===== src/hdl/xcs_pkg.sv =====
// shared types and constants for the xmodem-crc sender
// used by every module of the block; depends on nothing

package xcs_pkg;

  // block geometry
  localparam int BLOCK_BYTES  = 128;
  localparam int BLOCK_ADDR_W = $clog2(BLOCK_BYTES);

  // packet byte positions
  localparam logic [7:0] POS_SOH     = 8'd0;
  localparam logic [7:0] POS_BLK     = 8'd1;
  localparam logic [7:0] POS_BLK_INV = 8'd2;
  localparam logic [7:0] POS_DATA    = 8'd3;
  localparam logic [7:0] POS_CRC_HI  = 8'(3 + BLOCK_BYTES);
  localparam logic [7:0] POS_CRC_LO  = 8'(4 + BLOCK_BYTES);

  // protocol bytes
  localparam logic [7:0] SOH_BYTE   = 8'h01;
  localparam logic [7:0] ACK_BYTE   = 8'h06;
  localparam logic [7:0] START_BYTE = 8'h43;
  localparam logic [7:0] EOT_BYTE   = 8'h04;
  localparam logic [7:0] PAD_BYTE   = 8'h1A;

  localparam logic [15:0] CRC_POLY = 16'h1021;

  // configuration
  localparam logic [7:0] RETRY_RESET = 8'd10;
  localparam logic       REG_DATA_LENGTH = 1'b0;
  localparam logic       REG_RETRY_LIMIT = 1'b1;

  // input commands
  localparam logic [1:0] CMD_PAYLOAD = 2'd0;
  localparam logic [1:0] CMD_RX_BYTE = 2'd1;
  localparam logic [1:0] CMD_TX_SLOT = 2'd2;

  // status codes
  localparam logic [1:0] ST_WAITING = 2'd0;
  localparam logic [1:0] ST_SENDING = 2'd1;
  localparam logic [1:0] ST_DONE    = 2'd2;
  localparam logic [1:0] ST_FAILED  = 2'd3;

  typedef enum logic [2:0] {
    PH_WAIT,
    PH_SEND,
    PH_ACK,
    PH_EOT,
    PH_EOT_ACK,
    PH_DONE,
    PH_FAIL
  } phase_t;

  typedef struct packed {
    logic [1:0] command;
    logic [7:0] byte_value;
  } in_item_t;

  typedef struct packed {
    logic       tx_valid;
    logic [7:0] tx_byte;
    logic       payload_wanted;
    logic [1:0] status;
    logic [7:0] block_number;
  } out_item_t;

  typedef struct packed {
    logic [14:0] data_length;
    logic [7:0]  retry_limit;
  } cfg_t;

  // control to block buffer
  typedef struct packed {
    logic                    we;
    logic [BLOCK_ADDR_W-1:0] waddr;
    logic [7:0]              wdata;
    logic [BLOCK_ADDR_W-1:0] raddr;
  } buf_req_t;

endpackage


===== src/hdl/xcs_block_buf.sv =====
// block buffer: one write port, one registered read port with write bypass
// depends on xcs_pkg

module xcs_block_buf (
  input  logic              clk,
  input  xcs_pkg::buf_req_t req,
  output logic [7:0]        rd_data
);

  logic [7:0] mem [xcs_pkg::BLOCK_BYTES];

  // write, and read the entry the next beat will need
  always_ff @(posedge clk) begin
    if (req.we) begin
      mem[req.waddr] <= req.wdata;
    end
    if (req.we && (req.waddr == req.raddr)) begin
      rd_data <= req.wdata;
    end else begin
      rd_data <= mem[req.raddr];
    end
  end

endmodule


===== src/hdl/xcs_ctrl.sv =====
// transfer control: phase machine, packet framing, crc and retry counting
// depends on xcs_pkg; drives the block buffer ports

module xcs_ctrl (
  input  logic                clk,
  input  logic                rst,
  input  logic                process,
  input  xcs_pkg::in_item_t   item,
  input  xcs_pkg::cfg_t       cfg,
  input  logic [7:0]          rd_data,
  output xcs_pkg::buf_req_t   buf_req,
  output xcs_pkg::out_item_t  res
);

  xcs_pkg::phase_t phase, phase_next;
  logic [7:0]  loaded_count, loaded_count_next;
  logic [7:0]  block_index, block_index_next;
  logic [7:0]  tx_position, tx_position_next;
  logic [15:0] running_crc, running_crc_next;
  logic [7:0]  attempt_count, attempt_count_next;

  logic [7:0] need_cur, need_next;
  logic [7:0] blk_num, data_idx;
  logic       attempts_used, last_block;
  logic       tx_fire;
  logic [7:0] tx_data;
  logic       buf_we;
  logic [7:0] ridx;

  // bytes the given block must hold before it can go out
  function automatic logic [7:0] need_of(input logic [7:0] bi, input logic [14:0] dl);
    logic [14:0] start;
    logic [14:0] rem;
    start = 15'(bi) << xcs_pkg::BLOCK_ADDR_W;
    rem   = dl - start;
    if (dl <= start) begin
      need_of = 8'd0;
    end else if (rem < 15'(xcs_pkg::BLOCK_BYTES)) begin
      need_of = rem[7:0];
    end else begin
      need_of = 8'(xcs_pkg::BLOCK_BYTES);
    end
  endfunction

  // crc-16/xmodem, one byte
  function automatic logic [15:0] crc_byte(input logic [15:0] crc, input logic [7:0] b);
    logic [15:0] c;
    c = crc ^ {b, 8'h00};
    for (int i = 0; i < 8; i++) begin
      c = c[15] ? ((c << 1) ^ xcs_pkg::CRC_POLY) : (c << 1);
    end
    crc_byte = c;
  endfunction

  assign need_cur      = need_of(block_index, cfg.data_length);
  assign blk_num       = block_index + 8'd1;
  assign data_idx      = tx_position - xcs_pkg::POS_DATA;
  assign attempts_used = (attempt_count >= cfg.retry_limit);
  assign last_block    = (15'(block_index) >= (cfg.data_length >> xcs_pkg::BLOCK_ADDR_W));

  // next state
  always_comb begin
    phase_next         = phase;
    loaded_count_next  = loaded_count;
    block_index_next   = block_index;
    tx_position_next   = tx_position;
    running_crc_next   = running_crc;
    attempt_count_next = attempt_count;
    tx_fire            = 1'b0;
    tx_data            = 8'd0;
    buf_we             = 1'b0;
    if (process) begin
      case (item.command)
        xcs_pkg::CMD_PAYLOAD: begin
          if ((phase == xcs_pkg::PH_WAIT || phase == xcs_pkg::PH_SEND) &&
              loaded_count < need_cur) begin
            buf_we            = 1'b1;
            loaded_count_next = loaded_count + 8'd1;
          end
        end
        xcs_pkg::CMD_RX_BYTE: begin
          case (phase)
            xcs_pkg::PH_WAIT: begin
              if (item.byte_value == xcs_pkg::START_BYTE) begin
                phase_next         = xcs_pkg::PH_SEND;
                tx_position_next   = 8'd0;
                running_crc_next   = 16'd0;
                attempt_count_next = 8'd0;
              end
            end
            xcs_pkg::PH_ACK: begin
              if (item.byte_value == xcs_pkg::ACK_BYTE) begin
                if (last_block) begin
                  phase_next         = xcs_pkg::PH_EOT;
                  attempt_count_next = 8'd0;
                end else begin
                  phase_next         = xcs_pkg::PH_SEND;
                  block_index_next   = block_index + 8'd1;
                  loaded_count_next  = 8'd0;
                  tx_position_next   = 8'd0;
                  running_crc_next   = 16'd0;
                  attempt_count_next = 8'd0;
                end
              end else if (attempts_used) begin
                phase_next = xcs_pkg::PH_FAIL;
              end else begin
                phase_next       = xcs_pkg::PH_SEND;
                tx_position_next = 8'd0;
                running_crc_next = 16'd0;
              end
            end
            xcs_pkg::PH_EOT_ACK: begin
              if (item.byte_value == xcs_pkg::ACK_BYTE) begin
                phase_next = xcs_pkg::PH_DONE;
              end else if (attempts_used) begin
                phase_next = xcs_pkg::PH_FAIL;
              end else begin
                phase_next = xcs_pkg::PH_EOT;
              end
            end
            default: ;
          endcase
        end
        xcs_pkg::CMD_TX_SLOT: begin
          if (phase == xcs_pkg::PH_SEND && loaded_count >= need_cur) begin
            if (tx_position == xcs_pkg::POS_SOH && attempts_used) begin
              phase_next = xcs_pkg::PH_FAIL;
            end else begin
              tx_fire = 1'b1;
              if (tx_position == xcs_pkg::POS_SOH) begin
                attempt_count_next = attempt_count + 8'd1;
                tx_data            = xcs_pkg::SOH_BYTE;
              end else if (tx_position == xcs_pkg::POS_BLK) begin
                tx_data = blk_num;
              end else if (tx_position == xcs_pkg::POS_BLK_INV) begin
                tx_data = ~blk_num;
              end else if (tx_position < xcs_pkg::POS_CRC_HI) begin
                tx_data          = (data_idx < need_cur) ? rd_data : xcs_pkg::PAD_BYTE;
                running_crc_next = crc_byte(running_crc, tx_data);
              end else if (tx_position == xcs_pkg::POS_CRC_HI) begin
                tx_data = running_crc[15:8];
              end else begin
                tx_data = running_crc[7:0];
              end
              if (tx_position >= xcs_pkg::POS_CRC_LO) begin
                tx_position_next = 8'd0;
                phase_next       = xcs_pkg::PH_ACK;
              end else begin
                tx_position_next = tx_position + 8'd1;
              end
            end
          end else if (phase == xcs_pkg::PH_EOT) begin
            if (attempts_used) begin
              phase_next = xcs_pkg::PH_FAIL;
            end else begin
              attempt_count_next = attempt_count + 8'd1;
              tx_fire            = 1'b1;
              tx_data            = xcs_pkg::EOT_BYTE;
              phase_next         = xcs_pkg::PH_EOT_ACK;
            end
          end
        end
        default: ;
      endcase
    end
  end

  // buffer addressing: prefetch the data byte for the next position
  assign ridx    = tx_position_next - xcs_pkg::POS_DATA;
  assign buf_req = xcs_pkg::buf_req_t'{
    we:    buf_we,
    waddr: loaded_count[xcs_pkg::BLOCK_ADDR_W-1:0],
    wdata: item.byte_value,
    raddr: ridx[xcs_pkg::BLOCK_ADDR_W-1:0]
  };

  assign need_next = need_of(block_index_next, cfg.data_length);

  // result fields, taken from the state after this beat
  always_comb begin
    res.tx_valid       = tx_fire;
    res.tx_byte        = tx_data;
    res.payload_wanted = (phase_next == xcs_pkg::PH_WAIT || phase_next == xcs_pkg::PH_SEND) &&
                         (loaded_count_next < need_next);
    res.block_number   = block_index_next + 8'd1;
    case (phase_next)
      xcs_pkg::PH_WAIT: res.status = xcs_pkg::ST_WAITING;
      xcs_pkg::PH_DONE: res.status = xcs_pkg::ST_DONE;
      xcs_pkg::PH_FAIL: res.status = xcs_pkg::ST_FAILED;
      default:          res.status = xcs_pkg::ST_SENDING;
    endcase
  end

  // state registers
  always_ff @(posedge clk) begin
    if (rst) begin
      phase         <= xcs_pkg::PH_WAIT;
      loaded_count  <= 8'd0;
      block_index   <= 8'd0;
      tx_position   <= 8'd0;
      running_crc   <= 16'd0;
      attempt_count <= 8'd0;
    end else begin
      phase         <= phase_next;
      loaded_count  <= loaded_count_next;
      block_index   <= block_index_next;
      tx_position   <= tx_position_next;
      running_crc   <= running_crc_next;
      attempt_count <= attempt_count_next;
    end
  end

endmodule


===== src/hdl/xmodem_crc_sender_unit.sv =====
// top level of the xmodem-crc sender: input register, control, block
// buffer and result register; depends on xcs_pkg, xcs_ctrl, xcs_block_buf

// Usage
//   in channel (in_valid/in_ready/in_data): one beat per event: a payload
//   byte, a byte received from the far end, or a free transmit slot.
//   out channel (out_valid/out_ready/out_data): exactly one result beat per
//   input beat, carrying the byte to transmit (if any), payload_wanted,
//   status and the current block number.
//   cfg port: cfg_we writes cfg_wdata to register cfg_index (0 data_length,
//   1 retry_limit) in the same cycle; write only while the block is idle.
// Timing
//   an input beat goes through the input register, then one pass through
//   framing, crc and state update into the result register; throughput is
//   one beat per cycle while out_ready does not hold the result, set by the
//   byte-wide crc update and the block buffer's one registered read port.
// Reset
//   rst (synchronous) empties both registers, returns to waiting for the
//   start byte at block 1, data_length 0 and retry_limit 10.
// Back-pressure
//   while out_ready is low the result stays held, one more beat may wait in
//   the input register, and in_ready falls once both are full.

module xmodem_crc_sender_unit (
  input  logic               clk,
  input  logic               rst,
  input  logic               in_valid,
  output logic               in_ready,
  input  xcs_pkg::in_item_t  in_data,
  output logic               out_valid,
  input  logic               out_ready,
  output xcs_pkg::out_item_t out_data,
  input  logic               cfg_we,
  input  logic               cfg_index,
  input  logic [14:0]        cfg_wdata
);

  xcs_pkg::cfg_t      cfg;
  xcs_pkg::in_item_t  in_q;
  logic               in_q_valid;
  logic               advance;
  logic               process;
  xcs_pkg::buf_req_t  buf_req;
  logic [7:0]         rd_data;
  xcs_pkg::out_item_t res;

  assign advance  = !out_valid || out_ready;
  assign in_ready = !in_q_valid || advance;
  assign process  = in_q_valid && advance;

  // configuration registers
  always_ff @(posedge clk) begin
    if (rst) begin
      cfg.data_length <= 15'd0;
      cfg.retry_limit <= xcs_pkg::RETRY_RESET;
    end else if (cfg_we) begin
      case (cfg_index)
        xcs_pkg::REG_DATA_LENGTH: cfg.data_length <= cfg_wdata;
        xcs_pkg::REG_RETRY_LIMIT: cfg.retry_limit <= cfg_wdata[7:0];
        default: ;
      endcase
    end
  end

  // input beat register
  always_ff @(posedge clk) begin
    if (rst) begin
      in_q_valid <= 1'b0;
    end else if (in_ready) begin
      in_q_valid <= in_valid;
    end
  end

  always_ff @(posedge clk) begin
    if (in_ready && in_valid) begin
      in_q <= in_data;
    end
  end

  xcs_ctrl u_ctrl (
    .clk     (clk),
    .rst     (rst),
    .process (process),
    .item    (in_q),
    .cfg     (cfg),
    .rd_data (rd_data),
    .buf_req (buf_req),
    .res     (res)
  );

  xcs_block_buf u_buf (
    .clk     (clk),
    .req     (buf_req),
    .rd_data (rd_data)
  );

  // result beat register
  always_ff @(posedge clk) begin
    if (rst) begin
      out_valid <= 1'b0;
    end else if (advance) begin
      out_valid <= in_q_valid;
    end
  end

  always_ff @(posedge clk) begin
    if (process) begin
      out_data <= res;
    end
  end

endmodule

===== config.mk =====
export PLATFORM = sky130hd
export DESIGN_NAME = xmodem_crc_sender_unit
export DESIGN_NICKNAME = d
export VERILOG_FILES = /design/src/hdl/xcs_pkg.sv /design/src/hdl/xcs_block_buf.sv /design/src/hdl/xcs_ctrl.sv /design/src/hdl/xmodem_crc_sender_unit.sv
export SDC_FILE = /design/constraint.sdc
export NUM_CORES = 1
export LEC_CHECK = 0
export ABC_AREA = 0
export CELL_PAD_IN_SITES_DETAIL_PLACEMENT = 1
export CELL_PAD_IN_SITES_GLOBAL_PLACEMENT = 1
export CORE_AREA = 2 2 436 438
export CTS_CLUSTER_DIAMETER = 30
export DETAILED_ROUTE_END_ITERATION = 16
export DIE_AREA = 0 0 438 440
export DONT_BUFFER_PORTS = 1
export PLACE_DENSITY = 0.47
export SLEW_MARGIN = 20
export SYNTH_ARGS = -nofsm -noshare
export SYNTH_HDL_FRONTEND = slang
export SYNTH_SLANG_ARGS = --single-unit

===== constraint.sdc =====
create_clock -name clk -period 10.8 [get_ports clk]
set_input_delay 1.08 -clock clk [delete_from_list [all_inputs] [get_ports clk]]
set_output_delay 1.08 -clock clk [all_outputs]
set_load 0.01 [all_outputs]

==> key figures, run 1 <==
Power and ir drop
  – Lkg Pwr: 19.1 nW
  – Power Density: 224 nW/um2
  – Maximum vdd drop: 0.124 mV

CTS
  – CTS tree: done
  – Post_cts resized: 0
  – Clock root cell: clkbuf_16
  – CTS max path bufs: 4
  – Setup Fix Bufs, Post-CTS: 0
  – CTS Buf Count: 291
  – Clock sinks: 1137
  – Clock transition at path regs: 0.05 ns
  – Clock Latency Late Sink: 0.89 ns
  – Post-CTS Hold Fix Bufs: 0
  – H-tree depth: 5

Timing
  – Final Max Tran Viols: 0
  – Least-Margin Pin Slew: 1.09 ns
  – Setup Viol. Count Final: 0
  – Clock Skew: 0.0543 ns
  – Crit share post-route: 64.7%
  – RSZ-0062 raised after global routing: no
  – Worst setup margin: 3.81 ns
  – Fmax: 0.143 GHz
  – Final critical-path required period: 6.99 ns
  – Relative slew slack: 27.6%
  – Hold Fails Final Rpt: 0
  – Fin Setup TNS: 0 ns
  – Final hold slack: 0.310 ns

Global routing
  – Largest net degree at the start of global routing: 131
  – Gr usage total: 14.3%
  – First-pass GRT wire length: 201000 um
  – Number of global-route vias before repair: 28200
  – Initial antenna violation count: 3
  – Congestion Overflow GR: 0

Setup path
  – Worst path required time: 11.40 ns
  – CP Data Arrival Time: 7.59 ns
  – CP most frequent cell: ha_1
  – R2R Path End: out_data[10]
  – Crit-path slowest cell: nor2_1
  – Critical Path Start: cfg[22]
  – Reg2reg path depth: 25
  – CP Class: flip-flop to flip-flop
  – Crit end category: flip-flop
  – Reg-to-reg slack, setup: 3.81 ns
  – Crit Path Max Fanout: 17
  – Slowest Stage Delay on Critical Path: 0.61 ns
  – Worst Setup Start Kind: flip-flop
  – Worst reg2reg startpoint: cfg[22]

Floorplan
  – Die width: 438 um
  – Core Area: 189000 um2
  – Die Area: 193000 um2
  – IO Pins: 53
  – Initial Util: 24.8%
  – Rows: 160
  – Die Span Y: 440 um

Layout
  – Final Util: 31.4%
  – Fill cells: 19300
  – Non-Filler Instances: 5573
  – Fraction of layout cells with a size suffix above 1: 26.0%
  – Area delta synth->final: 26.3%
  – NumNets Final: 2944
  – Ant diodes: 0

Drt
  – Via density per instance: 4.62
  – Routed Antenna Nets: 0
  – DRC: 0
  – Routed WL: 138000 um
  – WL/cell: 24.7 um
  – Initial DRC Count: 1967
  – Via Count: 25800
  – TritonRoute pass-1 iters: 7

Hold path
  – Endpoint, Worst Hold: u_ctrl.tx_position[1]
  – Hold Path Class: input pin to flip-flop
  – Worst hold stages: 1
  – Worst Hold Launch: rst

Synth
  – Ys flop type: edfxtp_1
  – Mapped Nets: 2735
  – Register area share after synthesis: 71.1%
  – FF+latch count, synth: 1137
  – Avg Inst Size Synth: 17.7 um2
  – Yosys Warn Count: 0
  – Mapped Cells: 2642
  – Ys async rst share: 0%
  – Mapped Area: 46800 um2
  – Post-synth EDFFs: 1054
  – Library cells used by synthesis: 80

Outcome
  – Status: completed

Place
  – Inst Count DP: 5069
  – Routability cong.: 0.794
  – Post-Place Setup Slack: 3.82 ns
  – IO buf count: 0
  – Post-DP HPWL: 85400 um

Job
  – Max-Cap Viols: 0
## cell type report
cell class	count	area [um2]	area share, %
Tap cell	2511	3140	5.31
Clock buffer	330	7680	13.0
Sequential cell	1137	33300	56.3
Multi-Input combinational cell	1333	12800	21.7
Clock inverter	174	1630	2.75
Inverter	43	161	0.273
Timing Repair Buffer	45	375	0.635
## report_power, final
group / internal (W) / switching, W / total, W / leakage (nW)
Clock: 0.00562 / 0.00256 / 0.00818 / 4.52
Sequential: 0.00484 / 0.0000108 / 0.00485 / 10.2
Combinational: 0.0000590 / 0.000173 / 0.000232 / 4.44
Total: 0.0105 / 0.00275 / 0.0133 / 19.1
## state kept, by name, summed over array words and instances (netlist names), named ones only
| name | cells |
|---|---|
| cfg | 23 |
| in_q_valid | 1 |
| in_q | 10 |
| u_ctrl.running_crc | 16 |
| u_ctrl.block_index | 8 |
| u_buf.mem | 1024 |
| u_ctrl.tx_position | 8 |
| u_ctrl.loaded_count | 8 |
| out_data | 20 |
| out_valid | 1 |
| u_ctrl.attempt_count | 8 |
| u_ctrl.phase | 3 |
## routing by layer
| metal | routed length [um] | vias to the layer above | GRT usage, % |
|---|---|---|---|
| met2 | 68500 | 696 | 24.1 |
| met3 | 6410 | 255 | 3.24 |
| met4 | 3760 | 0 | 5.06 |
| met5 | 0 | - | 0 |
| li1 | - | 11200 | - |
| met1 | 59000 | 13700 | 18.0 |
## cell usage in the layout, fill, tap and decap left out, types with 13 or more instances in the layout
cell | Yosys | routed
o22ai_1 | 13 | 13
o21ai_0 | 36 | 36
xnor2_1 | 46 | 46
nor2b_1 | 36 | 35
buf_4 | 3 | 42
mux4_2 | 276 | 276
clkinvlp_4 | 0 | 26
clkinv_2 | 0 | 53
a22oi_1 | 43 | 43
clkinv_1 | 0 | 38
clkbuf_1 | 86 | 25
nand4_1 | 15 | 15
ha_1 | 62 | 62
nand2_1 | 150 | 144
clkbuf_16 | 0 | 301
edfxtp_1 | 1054 | 1054
and3_1 | 16 | 16
clkinv_4 | 0 | 20
mux2i_1 | 39 | 39
nor3_1 | 15 | 15
a21oi_1 | 76 | 76
bufinv_16 | 0 | 24
inv_1 | 43 | 42
nor2_1 | 222 | 222
dfxtp_1 | 83 | 79
a31oi_1 | 16 | 16
xor2_1 | 24 | 24
nand3_1 | 38 | 38
and2_1 | 17 | 17
a21o_1 | 16 | 16
## logic make-up after synthesis
kind of cell    count (synthesis)  share of synthesized area (%)
compound gates                310                           4.49
xor+xnor                       70                           1.31
fa+ha+maj                      64                           1.70
buf+inv                       172                           1.50
flops                        1137                           71.1
mux                           318                           14.2
simple gates                  571                           5.70
## synth_stat cells, types with 36 or more instances
| master | instances | area [um2] |
|---|---|---|
| o21ai_0 | 36 | 180 |
| xnor2_1 | 46 | 403 |
| inv_1 | 43 | 161 |
| dfxtp_1 | 83 | 1660 |
| nand3_1 | 38 | 190 |
| edfxtp_1 | 1054 | 31700 |
| a22oi_1 | 43 | 323 |
| nor2b_1 | 36 | 225 |
| nand2_1 | 150 | 563 |
| ha_1 | 62 | 776 |
| nor2_1 | 222 | 833 |
| a21oi_1 | 76 | 380 |
| mux2i_1 | 39 | 390 |
| clkbuf_1 | 86 | 323 |
| mux4_2 | 276 | 6220 |
## critical path, delay by kind of cell (launching register included)
kind            cells  cell delay (ns)
buf+inv             3             0.55
simple gates       11             3.12
fa+ha+maj           3             0.88
compound gates      8             1.82
flops               1             0.38
## how the worst max path moves through the flow
stage                         to
floorplan           out_data[10]
global placement    out_data[10]
detailed placement  out_data[10]
CTS                 out_data[10]
global route        out_data[10]
finish              out_data[10]
## through the flow
stage,instance area (um2),power (W)
floorplan,46800,0.00507
global placement,49800,0.00516
detailed placement,49800,0.00516
CTS,59200,0.0134
global route,59200,0.0137
finish,59200,0.0133
No activity file was read; power rests on OpenSTA's default activity.
==> run 2, diff against run 1 <==
Clock period 10.8 ns to 6.7 ns, I/O delays scaled along.
==> run 2 against run 1 <==
Routed wire length up 2.0%. Clock power up 63%. First-iteration DRC count down 14%. Clock-buffer cell count up 12. Die area unchanged. Worst setup slack worse by 3.3 ns. Utilization up 0.62 points. Power up 62%. Critical endpoint unchanged. Largest power group unchanged. Maximum frequency up 12%. Sequential share of layout area down 1.1 points. Register-to-register slack worse by 3.3 ns. Global-route usage up 0.26 points.
==> key figures, run 2 (same netlist as run 1, synthesis figures left out) <==
Outcome
  – Status: completed (unchanged)

Drt
  – Met2 wire len: 69400 um (was 68500 um)
  – Routed Antenna Nets: 0 (unchanged)
  – Routed WL: 141000 um (was 138000 um)
  – Via density per instance: 4.64 (was 4.62)
  – Via Count: 26400 (was 25800)
  – WL/cell: 24.7 um (about the same)
  – Metal3 WL: 6430 um (was 6410 um)
  – Uppermost layer routed: met4 (unchanged)
  – TritonRoute pass-1 iters: 6 (was 7)
  – Metal-1 WL: 60200 um (was 59000 um)
  – DRC: 0 (unchanged)
  – Initial DRC Count: 1691 (was 1967)

Global routing
  – Initial antenna violation count: 2 (was 3)
  – Gr usage total: 14.6% (was 14.3%)
  – Congestion Overflow GR: 0 (unchanged)
  – Number of global-route vias before repair: 28900 (was 28200)
  – First-pass GRT wire length: 205000 um (was 201000 um)
  – Largest net degree at the start of global routing: 97 (was 131)

CTS
  – Clock sinks: 1137 (unchanged)
  – H-tree depth: 5 (unchanged)
  – CTS max path bufs: 4 (unchanged)
  – CTS Buf Count: 291 (unchanged)
  – Clock Latency Late Sink: 0.88 ns (was 0.89 ns)
  – CTS tree: done (unchanged)
  – Clock root cell: clkbuf_16 (unchanged)
  – Clock transition at path regs: 0.04 ns (was 0.05 ns)
  – Setup Fix Bufs, Post-CTS: 0 (unchanged)

Layout
  – Max FFs per register: 1024 (unchanged)
  – Area delta synth->final: 28.8% (was 26.3%)
  – Biggest regs: u_buf.mem x1024, cfg x23, out_data x20 (unchanged)
  – NumNets Final: 3075 (was 2944)
  – Fraction of layout cells with a size suffix above 1: 27.5% (was 26.0%)
  – Most flop-heavy register: u_buf.mem (unchanged)
  – Non-Filler Instances: 5698 (was 5573)
  – Most common cell after layout, fill and taps aside: edfxtp_1 (unchanged)
  – Fill cells: 19300 (about the same)
  – Final Util: 32.0% (was 31.4%)
  – Most frequent cells in the layout: edfxtp_1, clkbuf_16, mux4_2 (unchanged)

Power and ir drop
  – Lkg Pwr: 19.8 nW (was 19.1 nW)
  – Maximum vdd drop: 0.161 mV (was 0.124 mV)
  – Seq pwr share: 36.3% (was 36.6%)
  – Switching pwr: 0.00438 W (was 0.00275 W)
  – P_int: 0.0171 W (was 0.0105 W)
  – Clock Power Share: 61.8% (was 61.7%)
  – Power Density: 357 nW/um2 (was 224 nW/um2)
  – Comb pwr share: 1.8% (was 1.7%)
  – Sw Share: 20.4% (was 20.7%)

Timing
  – Final hold slack: 0.115 ns (was 0.310 ns)
  – Least-Margin Pin Slew: 1.09 ns (about the same)
  – Setup Viol. Count Final: 0 (unchanged)
  – Relative slew slack: 27.5% (was 27.6%)
  – Fin Setup TNS: 0 ns (unchanged)
  – Fmax: 0.161 GHz (was 0.143 GHz)
  – Crit share post-route: 92.9% (was 64.7%)
  – Hold Fails Final Rpt: 0 (unchanged)
  – RSZ-0062 raised after global routing: no (unchanged)
  – Clock Skew: 0.0512 ns (was 0.0543 ns)
  – Worst setup margin: 0.476 ns (was 3.81 ns)
  – Final critical-path required period: 6.22 ns (was 6.99 ns)
  – Final Max Tran Viols: 0 (unchanged)

Floorplan
  – Initial Util: 24.8% (unchanged)
  – IO Pins: 53 (unchanged)
  – Die Area: 193000 um2 (unchanged)
  – Die Span Y: 440 um (unchanged)
  – Core Area: 189000 um2 (unchanged)
  – Die width: 438 um (unchanged)
  – Rows: 160 (unchanged)

Place
  – IO buf count: 0 (unchanged)
  – Post-DP HPWL: 89900 um (was 85400 um)
  – Inst Count DP: 5173 (was 5069)
  – Post-Place Setup Slack: 0.281 ns (was 3.82 ns)
  – Routability cong.: 0.799 (was 0.794)

Job
  – Max-Cap Viols: 0 (unchanged)

Setup path
  – CP Data Arrival Time: 6.91 ns (was 7.59 ns)
  – Worst Setup Start Kind: flip-flop (unchanged)
  – Critical Path Start: cfg[18] (was cfg[22])
  – CP Class: flip-flop to flip-flop (unchanged)
  – Worst reg2reg startpoint: cfg[18] (was cfg[22])
  – Worst path required time: 7.38 ns (was 11.40 ns)
  – Crit Path Max Fanout: 7 (was 17)
  – Crit end category: flip-flop (unchanged)

Hold path
  – Hold Path Class: input pin to flip-flop (unchanged)
  – Worst Hold Launch: cfg_wdata[14] (was rst)
[run 2: cell count changes in the layout (fill, tap and decap cells not counted), sizes merged]
| cell | change |
|---|---|
| diode | +2 |
| buf | +105 |
| clkbuf | +12 |
| bufinv | +8 |
| dlygate4sd3 | +26 |
| clkinv | -26 |
| clkinvlp | -2 |
[run 2: what timing repair did]
action | 4_1_cts | 5_1_grt
hold buffers | 27 | 0
hold endpoints to repair | 70 | 0
gates resized for setup | 0 | 3
setup endpoints to repair | 0 | 10
[run 2: metrics by stage]
stage | power (W) | instance area (um2)
after floorplan | 0.00817 | 46800
after global placement | 0.00831 | 50700
after detailed placement | 0.00832 | 50700
after CTS | 0.0218 | 60300
after global routing | 0.0222 | 60300
final | 0.0215 | 60300
[run 2: critical path: stages, from the launching register on]
cell and delay [ns]:
dfxtp_1 0.45, inv_1 0.13, ha_1 0.41, and2_1 0.21
a311oi_1 0.12, o31ai_2 0.62, or3_1 0.30, nor2_1 0.09
xnor2_1 0.42, ha_1 0.34, and3_1 0.22, o311a_1 0.17
a32o_1 0.30, a311oi_2 0.46, mux2i_1 0.25, nor4_4 0.38
nand2_1 0.11, ha_1 0.31, a21o_1 0.18, a21o_1 0.17
a21oi_1 0.14, o2111ai_1 0.13, a21oi_1 0.17
[run 2: power by group through the flow]
stage	Sequential, W	Clock (W)	Combinational (W)
after detailed placement	0.00794	0	0.000380
after CTS	0.00782	0.0136	0.000405
after global routing	0.00781	0.0139	0.000438
after floorplan	0.00799	0	0.000176
after global placement	0.00794	0	0.000365
final	0.00782	0.0133	0.000397
[run 2: layout make-up]
type	count	area, um2	area share (%)
Antenna cell	2	5.00	0.00830
Clock buffer	342	7610	12.6
Clock inverter	154	1690	2.80
Inverter	43	161	0.268
Multi-Input combinational cell	1333	12800	21.3
Sequential cell	1137	33300	55.2
Tap cell	2511	3140	5.21
Timing Repair Buffer	176	1550	2.57
[run 2: worst paths after layout]
| kind | slack [ns] | cells after the start | endpoint |
|---|---|---|---|
| max reg2reg | 0.48 | 22 | out_data[10] |
| min reg2reg | 0.46 | 2 | cfg[7] |
| min | 0.11 | 2 | cfg[22] |
| max | 0.48 | 22 | out_data[10] |
[run 2: metal layers]
layer  up-vias  global-route usage (%)
li1      11400                       -
met5         -                       0
met1     14000                    18.6
met3       273                    3.01
met2       741                    24.2
met4         0                    5.60
